==> config.mk <==
export PLATFORM = sky130hd
export DESIGN_NAME = obb_corners
export DESIGN_NICKNAME = d
export VERILOG_FILES = /design/src/design/obb_pkg.sv /design/src/design/obb_corners.sv
export SDC_FILE = /design/constraint.sdc
export NUM_CORES = 2
export LEC_CHECK = 0
export ABC_AREA = 1
export BUFFER_PORTS_ARGS = -buffer_cell sky130_fd_sc_hd__buf_2
export CORE_UTILIZATION = 60
export DETAILED_ROUTE_END_ITERATION = 6
export PLACE_DENSITY_LB_ADDON = 0.1
export SYNTH_ARGS = -nofsm -noshare
export SYNTH_HDL_FRONTEND = slang
export SYNTH_SLANG_ARGS = --single-unit
==> constraint.sdc <==
create_clock -name i_clk -period 12.6 [get_ports i_clk]
set_input_delay 3.15 -clock i_clk [delete_from_list [all_inputs] [get_ports i_clk]]
set_output_delay 3.15 -clock i_clk [all_outputs]
set_load 0.03 [all_outputs]
==> src/design/obb_pkg.sv <==
// ----------------------------------------------------------------------------
// obb_pkg
// Shared constants and helpers for the rectangle overlap tester.
// ----------------------------------------------------------------------------
package obb_pkg;
    localparam int CORDIC_STEPS = 16;
    localparam int ZW = 32;
    localparam int XW = 34;
    localparam logic signed [XW-1:0] CORDIC_X0 = 34'sd652032874;

    function automatic logic signed [ZW-1:0] atan_lut(input logic [3:0] idx);
        logic signed [ZW-1:0] v;
        unique case (idx)
            4'd0: v = 32'sh20000000;
            4'd1: v = 32'sh12E4051D;
            4'd2: v = 32'sh09FB385B;
            4'd3: v = 32'sh051111D4;
            4'd4: v = 32'sh028B0D43;
            4'd5: v = 32'sh0145D7E1;
            4'd6: v = 32'sh00A2F61E;
            4'd7: v = 32'sh00517C55;
            4'd8: v = 32'sh0028BE53;
            4'd9: v = 32'sh00145F2E;
            4'd10: v = 32'sh000A2F98;
            4'd11: v = 32'sh000517CC;
            4'd12: v = 32'sh00028BE6;
            4'd13: v = 32'sh000145F3;
            4'd14: v = 32'sh0000A2F9;
            default: v = 32'sh0000517C;
        endcase
        return v;
    endfunction

    function automatic logic signed [15:0] rnd_sat15(input logic signed [XW-1:0] v);
        logic signed [XW-1:0] r;
        r = (v + 34'sd16384) >>> 15;
        if (r > 34'sd32767) return 16'sd32767;
        if (r < -34'sd32767) return -16'sd32767;
        return r[15:0];
    endfunction
endpackage

==> src/design/obb_corners.sv <==
// ----------------------------------------------------------------------------
// obb_corners
// Rotate half extents and place the four corners about the centre.
// ----------------------------------------------------------------------------
module obb_corners import obb_pkg::*; #(
    parameter int COORD_BITS = 16
) (
    input  logic                         i_clk,
    input  logic                         i_en,
    input  logic signed [COORD_BITS-1:0] i_cx,
    input  logic signed [COORD_BITS-1:0] i_cy,
    input  logic [COORD_BITS-2:0]        i_hw,
    input  logic [COORD_BITS-2:0]        i_hh,
    input  logic signed [15:0]           i_sin,
    input  logic signed [15:0]           i_cos,
    output logic signed [COORD_BITS+1:0] o_px [4],
    output logic signed [COORD_BITS+1:0] o_py [4]
);
    localparam int PW = COORD_BITS + 16;
    localparam int CW = COORD_BITS + 2;
    logic signed [PW-1:0] r_wc, r_ws, r_hc, r_hs;
    logic signed [COORD_BITS-1:0] r_cx, r_cy;
    logic signed [COORD_BITS:0] hw_s, hh_s;

    assign hw_s = $signed({2'b00, i_hw});
    assign hh_s = $signed({2'b00, i_hh});

    always_ff @(posedge i_clk) begin
        if (i_en) begin
            r_wc <= PW'(hw_s * i_cos);
            r_ws <= PW'(hw_s * i_sin);
            r_hc <= PW'(hh_s * i_cos);
            r_hs <= PW'(hh_s * i_sin);
            r_cx <= i_cx;
            r_cy <= i_cy;
        end
    end

    localparam logic [3:0] SGX_NEG = 4'b1001;
    localparam logic [3:0] SGY_NEG = 4'b0011;

    for (genvar k = 0; k < 4; k++) begin : g_k
        logic signed [PW:0] wc, ws, hc, hs, ox, oy;
        assign wc = SGX_NEG[k] ? -(PW+1)'(r_wc) : (PW+1)'(r_wc);
        assign ws = SGX_NEG[k] ? -(PW+1)'(r_ws) : (PW+1)'(r_ws);
        assign hc = SGY_NEG[k] ? -(PW+1)'(r_hc) : (PW+1)'(r_hc);
        assign hs = SGY_NEG[k] ? -(PW+1)'(r_hs) : (PW+1)'(r_hs);
        assign ox = (wc - hs + (PW+1)'(16384)) >>> 15;
        assign oy = (ws + hc + (PW+1)'(16384)) >>> 15;
        always_ff @(posedge i_clk) begin
            if (i_en) begin
                o_px[k] <= CW'(r_cx) + CW'(ox);
                o_py[k] <= CW'(r_cy) + CW'(oy);
            end
        end
    end
endmodule

==> metrics.md <==
| Metric | Value |
|---|---|
| Fin. Hold Viols | 0 |
| Chip width | 343 microns |
| Number of optimization iterations in the first detailed-route pass | 6 |
| Count of pins on the block boundary | 240 |
| Path depth of the worst reg2reg path | 24 |
| Endpoint type of the worst setup path | flop |
| Largest net degree at the start of global routing | 154 |
| Global Route Usage Sum | 35.8% |
| Cell area after technology mapping | 69900 sq um |
| Post-cts hold buffer count | 0 |
| Fraction of final layout cells sized beyond drive strength 1 | 3.99% |
| Number of global-route vias before repair | 61400 |
| Nature of the critical path startpoint | primary input |
| Share of synthesized area spent on multiplexers | 0% |
| Final number of setup-violating endpoints | 0 |
| Number of nets still failing antenna checks after routing | 0 |
| Initial core utilization | 60.8% |
| Adder and majority cell fraction of the synthesized area | approximately two fifths |
| Die area | 118000 sq um |
| Number of antenna violations at the first check in global routing | 4 |
| Clock root buffer | sky130_fd_sc_hd__clkbuf_16 |
| Final core utilization | 64.1% |
| Largest clock skew in the final design | 0.0210 ns |
| Synth Area per Inst | 7.50 sq um |
| Highest routed layer | met4 |
| Worst setup path endpoint | r_wc[31] |
| Post-CTS setup repair buffer count | 0 |
| First-pass GRT wire length | 330000 microns |
| Routed metal-1 wirelength | 90100 microns |
| Synth Register Bits | 304 |
| Unrepaired setup endpoints after global routing | false |
| Commonest cells after routing, fill and taps aside | sky130_fd_sc_hd__nand2_1 (2136), sky130_fd_sc_hd__inv_1 (1995), sky130_fd_sc_hd__ha_1 (1084) |
| Startpoint of the worst-slack reg-to-reg timing path | r_hs[3] |
| Synthesized-area fraction occupied by xor and xnor cells | 6.01% |
| Total gr overflow | 0 |
| Outcome | finished clean |
| Max Fanout on Critical Path | 19 |
| Max-slew violation count | 0 |
| Clock tree from TritonCTS | built |
| Sink Count | 304 |
| Number of design-rule violations left by the first detailed-router iteration | between 5000 and 6000 |
| Wire length on met2 | 91900 microns |
| Via count | 62200 |
| Post-detailed-route via-to-cell ratio | around 5.7 |
| Cells after synthesis | 9316 |
| Worst Hold Slack | a little over 0.8 ns |
| Total of warnings raised by yosys | 0 |
| Final-layout setup total negative slack | 0 ns |
| Data arrival time of the critical path | 9.17 ns |
| Final min period | 8.85 ns |
| Endpoint required time on the critical path | around 13 ns |
| Critical Setup Path Class | in -> reg |
| CTS H-tree depth | 2 |
| Compound-gate portion of the synthesized area | 9.35% |
| Worst Setup SP | i_cos[15] |
| Measured slew at the worst slew-check pin | ~1.1 ns |
| Wire length per cell | 19.3 microns |
| Peak clock frequency supported by timing | 113 MHz |
| Cell repeated most along the worst path | sky130_fd_sc_hd__fa_1 |
| Max clock buf depth | 3 |
| Count of cells along the worst hold path | 1 |
| Drc violations | 0 |
| Combinational family with the most area after synthesis | adder cells |
| Growth of design area from synthesis to finish | 5.36% |
| Sum of met3 wire segment lengths after detailed routing | 20100 microns |
| Max-cap check violation count | 0 |
| Max incr delay on CP | 0.70 ns |
| Cts bufs inserted | 36 |
| CTS resizes | 0 |
| Sequence of cells on the critical path | buf_2 -> clkinv_1 -> or2_2 -> fa_1 -> inv_1 -> fa_1 -> fa_1 -> fa_1 -> fa_1 -> inv_1 -> fa_1 -> inv_1 -> ha_1 -> nand2_1 -> nor2_1 -> inv_1 -> nor2_1 -> nand4_1 -> nand3_1 -> a21oi_1 -> xor2_1 |
| Worst flop-to-flop path endpoint | o_px[48] |
| Clock slew at reported path FFs | 0.06 ns |
| Most frequent standard cell in the layout excluding fill and tap cells | sky130_fd_sc_hd__nand2_1 |
| Post-route fraction of the period consumed by the critical path | 70.3% |
| Die H | roughly 340 microns |
| Worst relative slew slack | 26.9% |
| Syn Nets | 11200 |
| Layout net count | 11300 |
| Floorplan core area | 115000 sq um |
| Number of standard-cell rows in the floorplan | 124 |
| Detailed-placement wirelength estimate | about 180000 microns |
| PortBufs | 239 |
| Setup slack of the most critical reg-to-reg path | between 6 and 7 ns |
| Source-to-sink clock delay at the later pin of the worst-skew pair | 0.57 ns |
| Worst min path class | reg -> reg |
| Count of distinct cell types in the synthesized netlist | 51 |
| Total routed wirelength | roughly 210000 microns |
| Global placer's final weighted congestion | 1.03 |
| Post-Synth Simple-Gate Area | 19.6% |
| Sequential-to-total area share from yosys stat | 13.1% |
| Slowest cell on the critical path | sky130_fd_sc_hd__clkinv_1 |
layer usage:
layer,global-route usage [%],up-vias
li1,-,29500
met1,49.4,29500
met2,56.3,2790
met3,5.40,445
met4,14.9,0
met5,0,-
flip-flops by register name, summed over array words and instances (netlist names):
name  flops
o_px     72
o_py     72
r_hc     32
r_hs     32
r_wc     32
r_ws     32
r_cx     16
r_cy     16
worst max-delay path: cells and delay by family:
family          cells  cell delay, ns
simple gates        6            1.29
buf+inv             6            1.39
xor+xnor            1            0.15
fa+ha+maj           7            3.07
compound gates      1            0.09
stage by stage:
stage          cells  area, sq um  worst slack, ns
6_report       11000        73600             3.75
5_1_grt        11000        73600             3.50
4_1_cts        11000        73600             3.84
3_5_place_dp   10900        72500             3.29
3_3_place_gp   10900        72500             3.37
2_1_floorplan   9316        69900             4.44
cells by family (layout without fill, tap and decap cells):
family | after synthesis | count (layout)
and+or+nand+nor | 3370 | 3370
buffers and inverters | 2186 | 2325
adders and majority gates | 1812 | 1812
AOI/OAI and AO/OA | 1166 | 1166
xor gates and xnor gates | 478 | 478
DFF | 304 | 304
other | 0 | 3
Yosys cell counts, drive strengths merged:
cell     count  area share [%]
nand2     2142              12
inv       1997              11
ha        1084              19
fa         728              21
nor2       690             3.8
a21oi      571             4.1
xor2       348             4.4
o21ai      317             2.3
edfxtp     304              13
nand3      303             2.2
clkbuf     186             1.0
xnor2      130             1.6
nor3       120            0.93
a21o        67            0.72
nand4       62            0.58
a31oi       44            0.39
o21bai      44            0.47
o21a        30            0.32
a21boi      29            0.31
nor4        23            0.21
o211ai      21            0.23
nand3b      13            0.14
o31ai       11            0.12
o221ai       9            0.11
o2111ai      8            0.10
and3         6           0.054
or2          6           0.054
o211a        5           0.072
o311ai       5           0.063
and2         3           0.027
clkinv       3           0.018
a221oi       2           0.025
nor3b        2           0.021
a211o        1           0.013
a211oi       1           0.011
a31o         1           0.013
area by class of cell:
type / instances / area [sq um]
fillers: 10400 / 41300
clock buffers: 43 / 970
diodes: 3 / 7.51
multi-input cells: 6826 / 52600
well taps: 1512 / 1890
repair buffers: 260 / 1380
inverters: 2000 / 7510
flip-flops and latches: 304 / 9130
clock inverters: 22 / 203
how the worst min path moves through the flow:
stage                     startpoint        to  slack, ns
after detailed placement     r_cx[0]  o_px[36]       0.81
after CTS                    r_cx[0]  o_px[36]       0.84
final                        r_cx[0]   o_px[0]       0.83
after global placement       r_cx[0]  o_px[18]       0.82
after floorplan              r_cy[0]  o_py[18]       0.62
after global routing         r_cx[0]   o_px[0]       0.83
Power is not shown: default switching activity piles up to over one toggle a cycle in this logic, so the estimate is an artifact.
